==> src/sv/tjbm_pkg.sv <==
// ----------------------------------------------------------------------------
// Tick jitter bin monitor package
// Shared widths, register indexes, reset values and the small structs that
// pass between the front end, the statistics engine and the top level.
// ----------------------------------------------------------------------------
package tjbm_pkg;

	// Widths fixed by the item and result fields.
	localparam int TS_W      = 64;
	localparam int CNT_W     = 64;
	localparam int CFG_W     = 30;
	localparam int CFG_IDX_W = 1;

	// Configuration register indexes.
	typedef enum logic [CFG_IDX_W-1:0] {
		REG_TARGET_PERIOD = 1'b0,
		REG_BIN_WIDTH     = 1'b1
	} cfg_reg_e;

	// Request kinds.
	localparam logic KIND_TICK   = 1'b0;
	localparam logic KIND_REPORT = 1'b1;

	// Register values after reset.
	localparam logic [CFG_W-1:0] TARGET_PERIOD_RST = 30'd250000;
	localparam logic [CFG_W-1:0] BIN_WIDTH_RST     = 30'd1000000;

	// Head of the request queue as seen by the engine.
	typedef struct packed {
		logic valid;
		logic report;
	} tjbm_head_t;

	// Current register settings.
	typedef struct packed {
		logic [CFG_W-1:0] target_period;
		logic [CFG_W-1:0] bin_width;
	} tjbm_cfg_t;

endpackage

==> src/sv/tjbm_ifs.sv <==
// ----------------------------------------------------------------------------
// Tick jitter bin monitor channels
// Valid/ready channels for tick and report requests, for report results and
// for configuration register writes.
// ----------------------------------------------------------------------------

// Incoming requests: tick events and report commands.
interface tjbm_in_if;
	import tjbm_pkg::*;
	logic            valid;
	logic            ready;
	logic            kind;
	logic [TS_W-1:0] timestamp_ns;
	logic            record_complete;
	modport source (output valid, kind, timestamp_ns, record_complete, input ready);
	modport sink   (input valid, kind, timestamp_ns, record_complete, output ready);
endinterface

// Outgoing period reports.
interface tjbm_out_if;
	import tjbm_pkg::*;
	logic             valid;
	logic             ready;
	logic [CNT_W-1:0] event_count;
	logic [CNT_W-1:0] bins_advanced;
	logic [CNT_W-1:0] peak_jitter_ns;
	modport source (output valid, event_count, bins_advanced, peak_jitter_ns, input ready);
	modport sink   (input valid, event_count, bins_advanced, peak_jitter_ns, output ready);
endinterface

// Configuration register writes.
interface tjbm_cfg_if;
	import tjbm_pkg::*;
	logic                 valid;
	logic                 ready;
	logic [CFG_IDX_W-1:0] index;
	logic [CFG_W-1:0]     data;
	modport source (output valid, index, data, input ready);
	modport sink   (input valid, index, data, output ready);
endinterface

==> src/sv/tjbm_front.sv <==
// ----------------------------------------------------------------------------
// Tick jitter bin monitor front end
// Accepts requests, drops incomplete tick records and queues the rest in a
// two-entry queue for the statistics engine.
// ----------------------------------------------------------------------------
module tjbm_front #(
	parameter int TIME_WIDTH = 64
) (
	input  logic                   clk,
	input  logic                   arst_n,
	tjbm_in_if.sink                tick_in,
	output tjbm_pkg::tjbm_head_t   head,
	output logic [TIME_WIDTH-1:0]  head_ts,
	input  logic                   head_pop
);
	import tjbm_pkg::*;

	logic                  report_mem_q [2];
	logic [TIME_WIDTH-1:0] ts_mem_q     [2];
	logic                  wr_ptr_q;
	logic                  rd_ptr_q;
	logic [1:0]            count_q;
	logic                  accept;
	logic                  push;

	// A request is taken whenever the queue has room; incomplete ticks are dropped.
	assign tick_in.ready = (count_q != 2'd2);
	assign accept        = tick_in.valid && tick_in.ready;
	assign push          = accept && ((tick_in.kind == KIND_REPORT) || tick_in.record_complete);

	// Queue pointers and fill level.
	always_ff @(posedge clk or negedge arst_n) begin
		if (!arst_n) begin
			wr_ptr_q <= 1'b0;
			rd_ptr_q <= 1'b0;
			count_q  <= 2'd0;
		end else begin
			if (push) wr_ptr_q <= ~wr_ptr_q;
			if (head_pop) rd_ptr_q <= ~rd_ptr_q;
			if (push && !head_pop) begin
				count_q <= count_q + 2'd1;
			end else if (head_pop && !push) begin
				count_q <= count_q - 2'd1;
			end
		end
	end

	// Queue payload.
	always_ff @(posedge clk) begin
		if (push) begin
			report_mem_q[wr_ptr_q] <= (tick_in.kind == KIND_REPORT);
			ts_mem_q[wr_ptr_q]     <= tick_in.timestamp_ns[TIME_WIDTH-1:0];
		end
	end

	assign head.valid  = (count_q != 2'd0);
	assign head.report = report_mem_q[rd_ptr_q];
	assign head_ts     = ts_mem_q[rd_ptr_q];

	// The engine never takes from an empty queue.
	a_pop_nonempty: assert property (@(posedge clk) disable iff (!arst_n)
		head_pop |-> head.valid)
		else $error("front: pop from empty queue");

	// A dropped tick leaves the fill level alone.
	a_drop_stable: assert property (@(posedge clk) disable iff (!arst_n)
		(accept && !push && !head_pop) |=> $stable(count_q))
		else $error("front: incomplete tick changed queue level");

endmodule

==> src/sv/tjbm_div.sv <==
// ----------------------------------------------------------------------------
// Tick jitter bin monitor divider
// Restoring divider that produces one quotient bit per cycle; gives the bin
// index of a timestamp for the configured bin width.
// ----------------------------------------------------------------------------
module tjbm_div #(
	parameter int WIDTH = 64
) (
	input  logic                        clk,
	input  logic                        arst_n,
	input  logic                        start,
	input  logic [WIDTH-1:0]            dividend,
	input  logic [tjbm_pkg::CFG_W-1:0]  divisor,
	output logic                        busy,
	output logic                        done,
	output logic [WIDTH-1:0]            quotient
);
	import tjbm_pkg::*;

	localparam int CW = $clog2(WIDTH + 1);

	logic [CW-1:0]    cnt_q;
	logic             busy_q;
	logic             done_q;
	logic [WIDTH-1:0] quo_q;
	logic [CFG_W-1:0] rem_q;
	logic [CFG_W:0]   rem_shift;
	logic [CFG_W:0]   rem_sub;
	logic             take;

	// One trial subtraction per cycle.
	always_comb begin
		rem_shift = {rem_q, quo_q[WIDTH-1]};
		rem_sub   = rem_shift - {1'b0, divisor};
		take      = (rem_shift >= {1'b0, divisor});
	end

	// Iteration control.
	always_ff @(posedge clk or negedge arst_n) begin
		if (!arst_n) begin
			cnt_q  <= '0;
			busy_q <= 1'b0;
			done_q <= 1'b0;
		end else begin
			done_q <= 1'b0;
			if (start) begin
				cnt_q  <= CW'(WIDTH);
				busy_q <= 1'b1;
			end else if (busy_q) begin
				cnt_q <= cnt_q - CW'(1);
				if (cnt_q == CW'(1)) begin
					busy_q <= 1'b0;
					done_q <= 1'b1;
				end
			end
		end
	end

	// Partial remainder and quotient shift register.
	always_ff @(posedge clk) begin
		if (start) begin
			rem_q <= '0;
			quo_q <= dividend;
		end else if (busy_q) begin
			rem_q <= take ? rem_sub[CFG_W-1:0] : rem_shift[CFG_W-1:0];
			quo_q <= {quo_q[WIDTH-2:0], take};
		end
	end

	assign busy     = busy_q;
	assign done     = done_q;
	assign quotient = quo_q;

	// A new division starts only when the previous one is over.
	a_start_idle: assert property (@(posedge clk) disable iff (!arst_n)
		start |-> (!busy_q && !done_q))
		else $error("div: start while busy");

endmodule

==> src/sv/tjbm_back.sv <==
// ----------------------------------------------------------------------------
// Tick jitter bin monitor engine
// Takes queued requests in order, updates event count, jitter peak and bin
// advances for ticks, and loads the report register and clears the statistics for report requests.
// ----------------------------------------------------------------------------
module tjbm_back #(
	parameter int TIME_WIDTH = 64
) (
	input  logic                   clk,
	input  logic                   arst_n,
	input  tjbm_pkg::tjbm_cfg_t    cfg,
	input  tjbm_pkg::tjbm_head_t   head,
	input  logic [TIME_WIDTH-1:0]  head_ts,
	output logic                   head_pop,
	tjbm_out_if.source             report_out
);
	import tjbm_pkg::*;

	typedef enum logic [5:0] {
		ST_IDLE = 6'b000001,
		ST_DEV  = 6'b000010,
		ST_PEAK = 6'b000100,
		ST_DIV  = 6'b001000,
		ST_BIN  = 6'b010000,
		ST_ACC  = 6'b100000
	} back_state_t;

	back_state_t           state_q;
	logic [CNT_W-1:0]      events_q;
	logic [CNT_W-1:0]      bins_q;
	logic [CNT_W-1:0]      peak_q;
	logic [TIME_WIDTH-1:0] prev_ts_q;
	logic [TIME_WIDTH-1:0] prev_bin_q;
	logic                  bin_known_q;
	logic [TIME_WIDTH-1:0] ts_q;
	logic [CNT_W-1:0]      gap_q;
	logic                  gap_ok_q;
	logic [CNT_W-1:0]      dev_q;
	logic [CNT_W-1:0]      diff_q;
	logic                  out_valid_q;
	logic [CNT_W-1:0]      out_events_q;
	logic [CNT_W-1:0]      out_bins_q;
	logic [CNT_W-1:0]      out_jitter_q;
	logic [CNT_W-1:0]      target;
	logic                  out_free;
	logic                  pop_report;
	logic                  pop_tick;
	logic                  div_start;
	logic                  div_busy;
	logic                  div_done;
	logic [TIME_WIDTH-1:0] bin;

	assign target     = CNT_W'(cfg.target_period);
	assign out_free   = !out_valid_q || report_out.ready;
	assign pop_report = (state_q == ST_IDLE) && head.valid && head.report && out_free;
	assign pop_tick   = (state_q == ST_IDLE) && head.valid && !head.report;
	assign head_pop   = pop_report || pop_tick;
	assign div_start  = (state_q == ST_PEAK) && (cfg.bin_width != '0);

	// Bin index of the current timestamp.
	tjbm_div #(
		.WIDTH (TIME_WIDTH)
	) u_div (
		.clk      (clk),
		.arst_n   (arst_n),
		.start    (div_start),
		.dividend (ts_q),
		.divisor  (cfg.bin_width),
		.busy     (div_busy),
		.done     (div_done),
		.quotient (bin)
	);

	// Sequencer and period statistics.
	always_ff @(posedge clk or negedge arst_n) begin
		if (!arst_n) begin
			state_q     <= ST_IDLE;
			events_q    <= '0;
			bins_q      <= '0;
			peak_q      <= '0;
			prev_ts_q   <= '0;
			prev_bin_q  <= '0;
			bin_known_q <= 1'b0;
		end else begin
			unique case (state_q)
				ST_IDLE: begin
					if (pop_report) begin
						events_q <= '0;
						bins_q   <= '0;
						peak_q   <= '0;
					end else if (pop_tick) begin
						events_q  <= events_q + CNT_W'(1);
						prev_ts_q <= head_ts;
						state_q   <= ST_DEV;
					end
				end
				ST_DEV: begin
					state_q <= ST_PEAK;
				end
				ST_PEAK: begin
					if (gap_ok_q && (dev_q > peak_q)) peak_q <= dev_q;
					state_q <= div_start ? ST_DIV : ST_IDLE;
				end
				ST_DIV: begin
					if (div_done) state_q <= ST_BIN;
				end
				ST_BIN: begin
					if (!bin_known_q) begin
						bin_known_q <= 1'b1;
						prev_bin_q  <= bin;
						state_q     <= ST_IDLE;
					end else if (bin != prev_bin_q) begin
						prev_bin_q <= bin;
						state_q    <= ST_ACC;
					end else begin
						state_q <= ST_IDLE;
					end
				end
				ST_ACC: begin
					bins_q  <= bins_q + diff_q;
					state_q <= ST_IDLE;
				end
				default: begin
					state_q <= ST_IDLE;
				end
			endcase
		end
	end

	// Gap, deviation and bin difference, one wide subtraction per cycle.
	always_ff @(posedge clk) begin
		if (pop_tick) begin
			ts_q     <= head_ts;
			gap_q    <= CNT_W'(head_ts) - CNT_W'(prev_ts_q);
			gap_ok_q <= (prev_ts_q != '0);
		end
		if (state_q == ST_DEV) begin
			dev_q <= (gap_q > target) ? (gap_q - target) : (target - gap_q);
		end
		if (state_q == ST_BIN) begin
			diff_q <= CNT_W'(bin) - CNT_W'(prev_bin_q);
		end
	end

	// Report output register.
	always_ff @(posedge clk or negedge arst_n) begin
		if (!arst_n) begin
			out_valid_q <= 1'b0;
		end else if (pop_report) begin
			out_valid_q <= 1'b1;
		end else if (report_out.ready) begin
			out_valid_q <= 1'b0;
		end
	end

	always_ff @(posedge clk) begin
		if (pop_report) begin
			out_events_q <= events_q;
			out_bins_q   <= bins_q;
			out_jitter_q <= peak_q;
		end
	end

	assign report_out.valid          = out_valid_q;
	assign report_out.event_count    = out_events_q;
	assign report_out.bins_advanced  = out_bins_q;
	assign report_out.peak_jitter_ns = out_jitter_q;

	// Requests are taken only between ticks.
	a_pop_idle: assert property (@(posedge clk) disable iff (!arst_n)
		head_pop |-> (state_q == ST_IDLE))
		else $error("back: request taken while busy");

	// While waiting on the divider it is either running or just finished.
	a_div_alive: assert property (@(posedge clk) disable iff (!arst_n)
		(state_q == ST_DIV) |-> (div_busy || div_done))
		else $error("back: waiting on an idle divider");

	// A pending report is never overwritten.
	a_no_overrun: assert property (@(posedge clk) disable iff (!arst_n)
		(out_valid_q && !report_out.ready) |-> !pop_report)
		else $error("back: report overwritten");

endmodule

==> src/sv/tick_jitter_bin_monitor.sv <==
// ----------------------------------------------------------------------------
// Tick jitter bin monitor
// Per-period statistics over tick timestamps: event count, jitter peak and
// bin advances, read out and cleared by a report request.
// ----------------------------------------------------------------------------
// A tick request with a complete record counts one event, updates the largest
// |gap - target_period_ns| (no gap is taken while the previous timestamp is
// zero) and, when bin_width_ns is nonzero, the number of bins advanced; only
// the low TIME_WIDTH bits of the timestamp are used and all differences wrap
// at 64 bits. A report request returns the three figures and clears them.
// Requests are queued two deep and handled one at a time in order: a tick
// passes through the ST_DEV and ST_PEAK states and, with binning on, waits in
// ST_DIV on the one-bit-per-cycle bin divider, then ST_BIN and, when the bin
// index moves, ST_ACC; a report is taken in the idle state once the result
// register is free. Register writes take effect at once and are meant for
// idle periods.
module tick_jitter_bin_monitor #(
	parameter int TIME_WIDTH = 64
) (
	input  logic        clk,
	input  logic        arst_n,
	tjbm_in_if.sink     tick_in,
	tjbm_out_if.source  report_out,
	tjbm_cfg_if.sink    cfg
);
	import tjbm_pkg::*;

	tjbm_cfg_t             cfg_q;
	tjbm_head_t            head;
	logic [TIME_WIDTH-1:0] head_ts;
	logic                  head_pop;

	// Configuration registers; writes are always taken.
	assign cfg.ready = 1'b1;

	always_ff @(posedge clk or negedge arst_n) begin
		if (!arst_n) begin
			cfg_q.target_period <= TARGET_PERIOD_RST;
			cfg_q.bin_width     <= BIN_WIDTH_RST;
		end else if (cfg.valid) begin
			unique case (cfg_reg_e'(cfg.index))
				REG_TARGET_PERIOD: cfg_q.target_period <= cfg.data;
				REG_BIN_WIDTH:     cfg_q.bin_width     <= cfg.data;
				default: begin
				end
			endcase
		end
	end

	// Request intake and queue.
	tjbm_front #(
		.TIME_WIDTH (TIME_WIDTH)
	) u_front (
		.clk      (clk),
		.arst_n   (arst_n),
		.tick_in  (tick_in),
		.head     (head),
		.head_ts  (head_ts),
		.head_pop (head_pop)
	);

	// Statistics engine and report register.
	tjbm_back #(
		.TIME_WIDTH (TIME_WIDTH)
	) u_back (
		.clk        (clk),
		.arst_n     (arst_n),
		.cfg        (cfg_q),
		.head       (head),
		.head_ts    (head_ts),
		.head_pop   (head_pop),
		.report_out (report_out)
	);

endmodule
==> src/flat_wrapper.sv <==
// flat-port wrapper written by rule: the top's interface ports become plain ports
module tick_jitter_bin_monitor_flat import tjbm_pkg::*;
#(
	parameter int TIME_WIDTH = 64
)
  (clk, arst_n, tick_in_valid, tick_in_kind, tick_in_timestamp_ns, tick_in_record_complete, tick_in_ready, report_out_valid, report_out_event_count, report_out_bins_advanced, report_out_peak_jitter_ns, report_out_ready, cfg_valid, cfg_index, cfg_data, cfg_ready);
  tjbm_in_if tick_in_i ();
  tjbm_out_if report_out_i ();
  tjbm_cfg_if cfg_i ();
  input  logic clk;
  input  logic arst_n;
  input wire logic [$bits(tick_in_i.valid)-1:0] tick_in_valid;
  input wire logic [$bits(tick_in_i.kind)-1:0] tick_in_kind;
  input wire logic [$bits(tick_in_i.timestamp_ns)-1:0] tick_in_timestamp_ns;
  input wire logic [$bits(tick_in_i.record_complete)-1:0] tick_in_record_complete;
  output wire logic [$bits(tick_in_i.ready)-1:0] tick_in_ready;
  output wire logic [$bits(report_out_i.valid)-1:0] report_out_valid;
  output wire logic [$bits(report_out_i.event_count)-1:0] report_out_event_count;
  output wire logic [$bits(report_out_i.bins_advanced)-1:0] report_out_bins_advanced;
  output wire logic [$bits(report_out_i.peak_jitter_ns)-1:0] report_out_peak_jitter_ns;
  input wire logic [$bits(report_out_i.ready)-1:0] report_out_ready;
  input wire logic [$bits(cfg_i.valid)-1:0] cfg_valid;
  input wire logic [$bits(cfg_i.index)-1:0] cfg_index;
  input wire logic [$bits(cfg_i.data)-1:0] cfg_data;
  output wire logic [$bits(cfg_i.ready)-1:0] cfg_ready;
  assign tick_in_i.valid = tick_in_valid;
  assign tick_in_i.kind = tick_in_kind;
  assign tick_in_i.timestamp_ns = tick_in_timestamp_ns;
  assign tick_in_i.record_complete = tick_in_record_complete;
  assign tick_in_ready = tick_in_i.ready;
  assign report_out_valid = report_out_i.valid;
  assign report_out_event_count = report_out_i.event_count;
  assign report_out_bins_advanced = report_out_i.bins_advanced;
  assign report_out_peak_jitter_ns = report_out_i.peak_jitter_ns;
  assign report_out_i.ready = report_out_ready;
  assign cfg_i.valid = cfg_valid;
  assign cfg_i.index = cfg_index;
  assign cfg_i.data = cfg_data;
  assign cfg_ready = cfg_i.ready;
  tick_jitter_bin_monitor #(.TIME_WIDTH(TIME_WIDTH)) u_core (.clk(clk), .arst_n(arst_n), .tick_in(tick_in_i), .report_out(report_out_i), .cfg(cfg_i));
endmodule
==> config.mk <==
export PLATFORM = sky130hd
export DESIGN_NAME = tick_jitter_bin_monitor_flat
export DESIGN_NICKNAME = d
export VERILOG_FILES = /design/src/sv/tjbm_pkg.sv /design/src/sv/tjbm_ifs.sv /design/src/sv/tjbm_front.sv /design/src/sv/tjbm_div.sv /design/src/sv/tjbm_back.sv /design/src/sv/tick_jitter_bin_monitor.sv /design/src/flat_wrapper.sv
export SDC_FILE = /design/constraint.sdc
export NUM_CORES = 2
export LEC_CHECK = 0
export BUFFER_PORTS_ARGS = -buffer_cell sky130_fd_sc_hd__buf_2
export CORE_ASPECT_RATIO = 1.2
export CORE_MARGIN = 3
export CORE_UTILIZATION = 50
export CTS_BUF_LIST = sky130_fd_sc_hd__clkbuf_4 sky130_fd_sc_hd__clkbuf_8
export CTS_CLUSTER_SIZE = 28
export DETAILED_ROUTE_END_ITERATION = 6
export PLACE_DENSITY = 0.67
export SLEW_MARGIN = 10
export SYNTH_ARGS = -nofsm -noshare
export SYNTH_HDL_FRONTEND = slang
export SYNTH_SLANG_ARGS = --single-unit
export TNS_END_PERCENT = 100
==> constraint.sdc <==
create_clock -name clk -period 11.2 [get_ports clk]
set_clock_uncertainty 0.1 [all_clocks]
set_input_delay 2.24 -clock clk [delete_from_list [all_inputs] [get_ports clk]]
set_output_delay 2.24 -clock clk [all_outputs]
set_load 0.01 [all_outputs]
==> results.rst <==
.. list-table::
   :header-rows: 1

   * - Metric
     - Value
   * - Result of the run
     - finished, final reports clean
   * - Final critical delay including setup and external delays
     - about 5600 ps
   * - Synthesized flop and latch total
     - about 1,100
   * - CTS tree
     - yes
   * - Int Power
     - 0.0106 W
   * - Worst hold path class
     - reg2reg
   * - Number of standard cells after synthesis
     - between 5,000 and 6,000
   * - Number of input and output port buffers inserted
     - 295
   * - Total of warnings raised by yosys
     - 0
   * - Fill cell total of the finished layout
     - 9,753
   * - Die boundary height
     - 374 µm
   * - Final weighted congestion in routability-driven placement
     - 0.959
   * - CTS clk-pin slew, worst paths
     - 60 ps
   * - Cell leakage power
     - 26.4 nW
   * - Placement row count
     - 134
   * - Setup TNS
     - 0 ps
   * - Avg Inst Size Synth
     - 10.6 µm²
   * - Via/cell ratio
     - 5.66
   * - Average routed wire per standard cell
     - roughly 21 µm
   * - Total wire length
     - 152,000 µm
   * - HPWL after DPL
     - 115,000 µm
   * - Final setup violating endpoints
     - 0
   * - Storage element area
     - 0.0300 mm²
   * - Count of TritonRoute iterations in the first routing pass
     - 7
   * - Layout Utilization
     - 56.5%
   * - Remaining design rule violation count
     - 0
   * - Power density of the placed cells
     - approximately 280 mW/mm²
   * - Timing startpoint of the critical path
     - u_core.u_front.rd_ptr_q$_DFFE_PN0N_
   * - Start of the worst register-to-register path
     - u_core.u_front.rd_ptr_q$_DFFE_PN0N_
   * - CP Capture Point
     - u_core.u_back.gap_q[57]$_DFFE_PP_
   * - Slew headroom
     - 26.4%
   * - Clock latency of the later-clocked register in the worst-skew pair
     - 900 ps
   * - Setup Buffers After CTS
     - 0
   * - Maximum number of pins on one net before global-route repair
     - 96
   * - Clk sink count
     - roughly 1,100
   * - Placed Instance Area
     - around 0.06 mm²
   * - DRT iter0 DRCs
     - 3,225
   * - Crit path arrival time
     - 6190 ps
   * - Post-synthesis instance area
     - approximately 0.057 mm²
   * - Register share of total power
     - ~37%
   * - Total congestion overflow after global routing
     - 0
   * - Synth-to-layout area growth
     - 11.7%
   * - Final design area excluding fillers
     - 0.0632 mm²
   * - Initial standard-cell utilization of the core
     - between 50% and 60%
   * - Share of async-settable or async-resettable flops after synthesis
     - 37.3%
   * - Bufs on Longest Clock Path
     - 3
   * - Critical path required time
     - 11,760 ps
   * - Sw power
     - 0.00707 W
   * - Worst hold-check slack
     - 374 ps
   * - Count of vias placed by the detailed router
     - 41,200
   * - Core ar.
     - 0.112 mm²
   * - Vias in the first global route
     - roughly 40,000
   * - Max rail drop VDD
     - 0.156 mV
   * - Comb pwr share
     - 42.9%
   * - Number of buffers inserted during clock tree synthesis
     - 171
   * - Final #Nets
     - 6,072
   * - Critical setup path kind
     - reg2reg
   * - Least setup slack across all paths after layout
     - roughly 5600 ps
   * - Final worst path period share
     - approximately 50%
   * - Length in cells of the worst reg-to-reg path
     - 15
   * - Antenna Violating Nets Remaining
     - 0
   * - Endpoint of the worst-slack reg-to-reg timing path
     - u_core.u_back.gap_q[57]$_DFFE_PP_
   * - Setup repair after global routing missed its margin
     - no
   * - Num ports
     - 297
   * - Post-synthesis sequential area ratio
     - around 53%
   * - Slew Viols, Final
     - 0
   * - Tightest Pin Transition
     - 1100 ps
   * - Library cells used by synthesis
     - roughly 90
   * - MaxCap Viol Count
     - 0
   * - Worst Path Max Fanout
     - 61
   * - Footprint of the multi-input gates
     - about 0.024 mm²
   * - Critical path endpoint category
     - flip-flop
   * - Die width
     - ~310 µm
   * - Global-route wire length before repair
     - 233,000 µm
   * - Maximum level of the CTS H-tree
     - 4
   * - Worst-case register-to-register setup slack
     - 5570 ps
   * - Number of synthesized flops with an enable pin
     - 643
   * - Hold bufs inserted after CTS
     - 0
   * - Layout cells sized above 1
     - 13.6%
   * - Pre-CTS setup slack
     - roughly 5700 ps
   * - Predominant post-synthesis flop cell
     - sky130_fd_sc_hd__edfxtp_1
   * - Total count of hold-check failures in the final report
     - 0
   * - Clock network fraction of design power
     - 20.3%
   * - Number of antenna violations at the first check in global routing
     - 14
   * - Root buffer cell
     - sky130_fd_sc_hd__clkbuf_8
   * - Critical path launch point type
     - flip-flop
   * - Max Clk Rate
     - ~180 MHz
   * - Die ar.
     - about 0.12 mm²
   * - Proportion of total power due to net switching
     - between 40% and 50%
   * - Resize count post-CTS
     - 0
   * - All-Layer GR Usage
     - 25.7%
   * - Synthesized net count
     - 5,783
-- sequential cells by signal, indices dropped and copies added (netlist names), 6 cells and up --
name	count
u_core.u_back.u_div.quotient	64
u_core.u_front.ts_mem_q	128
u_core.u_back.gap_q	64
u_core.u_back.bins_q	64
u_core.u_back.u_div.cnt_q	7
u_core.u_back.report_out.bins_advanced	64
u_core.u_back.report_out.peak_jitter_ns	64
u_core.u_back.peak_q	64
u_core.cfg_q	60
u_core.u_back.events_q	64
u_core.u_back.dev_q	64
u_core.u_back.report_out.event_count	64
u_core.u_back.state_q	6
u_core.u_back.prev_ts_q	64
u_core.u_back.diff_q	64
u_core.u_back.prev_bin_q	64
u_core.u_back.ts_q	64
u_core.u_back.u_div.rem_q	30
-- cells in the mapped netlist, types with 39 or more instances --
cell type | n | area, µm²
sky130_fd_sc_hd__nand3_1 | 88 | 440
sky130_fd_sc_hd__xor2_1 | 141 | 1230
sky130_fd_sc_hd__dfrtp_1 | 386 | 9660
sky130_fd_sc_hd__a21oi_1 | 340 | 1700
sky130_fd_sc_hd__a211oi_1 | 45 | 338
sky130_fd_sc_hd__o21ai_0 | 384 | 1920
sky130_fd_sc_hd__nor4_1 | 39 | 244
sky130_fd_sc_hd__and3_1 | 47 | 294
sky130_fd_sc_hd__inv_1 | 370 | 1390
sky130_fd_sc_hd__mux2_2 | 97 | 1090
sky130_fd_sc_hd__nor3_1 | 58 | 290
sky130_fd_sc_hd__nand2_1 | 639 | 2400
sky130_fd_sc_hd__nor2b_1 | 41 | 257
sky130_fd_sc_hd__nand2b_1 | 45 | 282
sky130_fd_sc_hd__a21o_1 | 211 | 1580
sky130_fd_sc_hd__nor2_1 | 288 | 1080
sky130_fd_sc_hd__a31oi_1 | 46 | 288
sky130_fd_sc_hd__a22o_1 | 68 | 596
sky130_fd_sc_hd__clkbuf_1 | 196 | 736
sky130_fd_sc_hd__o21bai_1 | 60 | 450
sky130_fd_sc_hd__edfxtp_1 | 643 | 19300
sky130_fd_sc_hd__ha_1 | 347 | 4340
sky130_fd_sc_hd__nand4_1 | 89 | 557
sky130_fd_sc_hd__xnor2_1 | 184 | 1610
-- area by class of cell --
type                       count  share of cell area (%)
sequential                  1074                    47.4
multi-input combinational   3668                    38.7
inverter                     370                    2.20
antenna                       12                  0.0475
tap                         1496                    2.96
timing repair buffer         332                    2.79
clock inverter                74                    1.00
clock buffer                 248                    4.85
-- worst max-delay path: stages, from the launching register on --
cell	delay [ps]
sky130_fd_sc_hd__dfrtp_2	430
sky130_fd_sc_hd__buf_4	680
sky130_fd_sc_hd__mux2i_1	430
sky130_fd_sc_hd__inv_1	100
sky130_fd_sc_hd__ha_1	280
sky130_fd_sc_hd__nor2b_1	110
sky130_fd_sc_hd__o21ai_0	90
sky130_fd_sc_hd__a21boi_0	420
sky130_fd_sc_hd__o21ai_0	280
sky130_fd_sc_hd__a21oi_1	260
sky130_fd_sc_hd__o2111ai_1	200
sky130_fd_sc_hd__a2111oi_0	760
sky130_fd_sc_hd__o21ai_0	370
sky130_fd_sc_hd__o21ai_1	340
sky130_fd_sc_hd__mux2i_1	130
sky130_fd_sc_hd__a2111oi_0	400
-- how the worst min path moves through the flow --
stage                                                start                                               endpoint  slack, ps  cells after the start
floorplan           u_core.u_back.events_q[63]$_DFFE_PN0P_     u_core.u_back.report_out.event_count[63]$_DFFE_PP_        330                      0
global placement    u_core.u_back.events_q[63]$_DFFE_PN0P_     u_core.u_back.report_out.event_count[63]$_DFFE_PP_        360                      0
detailed placement  u_core.u_back.events_q[63]$_DFFE_PN0P_     u_core.u_back.report_out.event_count[63]$_DFFE_PP_        360                      0
CTS                    u_core.u_back.peak_q[5]$_DFFE_PN0P_   u_core.u_back.report_out.peak_jitter_ns[5]$_DFFE_PP_        370                      0
global route          u_core.u_back.peak_q[23]$_DFFE_PN0P_  u_core.u_back.report_out.peak_jitter_ns[23]$_DFFE_PP_        390                      0
finish                u_core.u_back.peak_q[60]$_DFFE_PN0P_  u_core.u_back.report_out.peak_jitter_ns[60]$_DFFE_PP_        370                      0
-- routing by layer --
metal	wire [µm]	share of wire [%]	GRT usage, %
met1	64100	42	33.0
met2	71600	47	41.5
met3	7650	5.0	4.32
met4	8660	5.7	14.2
met5	14	0.0092	0
-- placed cells by master, fill, tap and decap left out, types with 33 or more instances in the layout --
cell,netlist,final
sky130_fd_sc_hd__edfxtp_1,643,643
sky130_fd_sc_hd__nand2_1,639,639
sky130_fd_sc_hd__o21ai_0,384,384
sky130_fd_sc_hd__dfrtp_1,386,384
sky130_fd_sc_hd__inv_1,370,369
sky130_fd_sc_hd__ha_1,347,347
sky130_fd_sc_hd__a21oi_1,340,338
sky130_fd_sc_hd__buf_2,8,294
sky130_fd_sc_hd__nor2_1,288,286
sky130_fd_sc_hd__a21o_1,211,211
sky130_fd_sc_hd__clkbuf_8,0,192
sky130_fd_sc_hd__xnor2_1,184,184
sky130_fd_sc_hd__xor2_1,141,141
sky130_fd_sc_hd__mux2_2,97,97
sky130_fd_sc_hd__nand4_1,89,89
sky130_fd_sc_hd__nand3_1,88,88
sky130_fd_sc_hd__a22o_1,68,68
sky130_fd_sc_hd__o21bai_1,60,60
sky130_fd_sc_hd__nor3_1,58,58
sky130_fd_sc_hd__clkbuf_4,0,56
sky130_fd_sc_hd__and3_1,47,47
sky130_fd_sc_hd__a31oi_1,46,46
sky130_fd_sc_hd__a211oi_1,45,45
sky130_fd_sc_hd__nand2b_1,45,44
sky130_fd_sc_hd__nor4_1,39,38
sky130_fd_sc_hd__mux2i_1,38,37
sky130_fd_sc_hd__nor2b_1,41,37
sky130_fd_sc_hd__buf_4,3,37
sky130_fd_sc_hd__o21a_1,33,33
sky130_fd_sc_hd__or3_1,33,33
-- cell families after synthesis --
logic type / after synthesis / synth area share (%)
adders and majority gates: 353 / 7.89
AOI/OAI and AO/OA: 1391 / 15.5
and+or+nand+nor: 1463 / 12.0
DFF: 1074 / 53.0
muxes: 135 / 2.60
other: 1 / 0.00663
xor gates and xnor gates: 325 / 5.03
buffers and inverters: 586 / 3.94
-- power by group through the flow --
stage                     Clock (W)  Sequential (W)  Combinational [W]
after floorplan                   0         0.00642            0.00526
after global placement            0         0.00654            0.00746
after detailed placement          0         0.00655            0.00752
after CTS                   0.00368         0.00649            0.00756
after global routing        0.00385         0.00657            0.00837
final                       0.00359         0.00649            0.00756
-- stage by stage --
step	cells	power (W)
after floorplan	5328	0.0117
after global placement	6940	0.0140
after detailed placement	6940	0.0141
after CTS	7262	0.0177
after global routing	7272	0.0188
final	7274	0.0176
(Power assumes the default switching activity.)
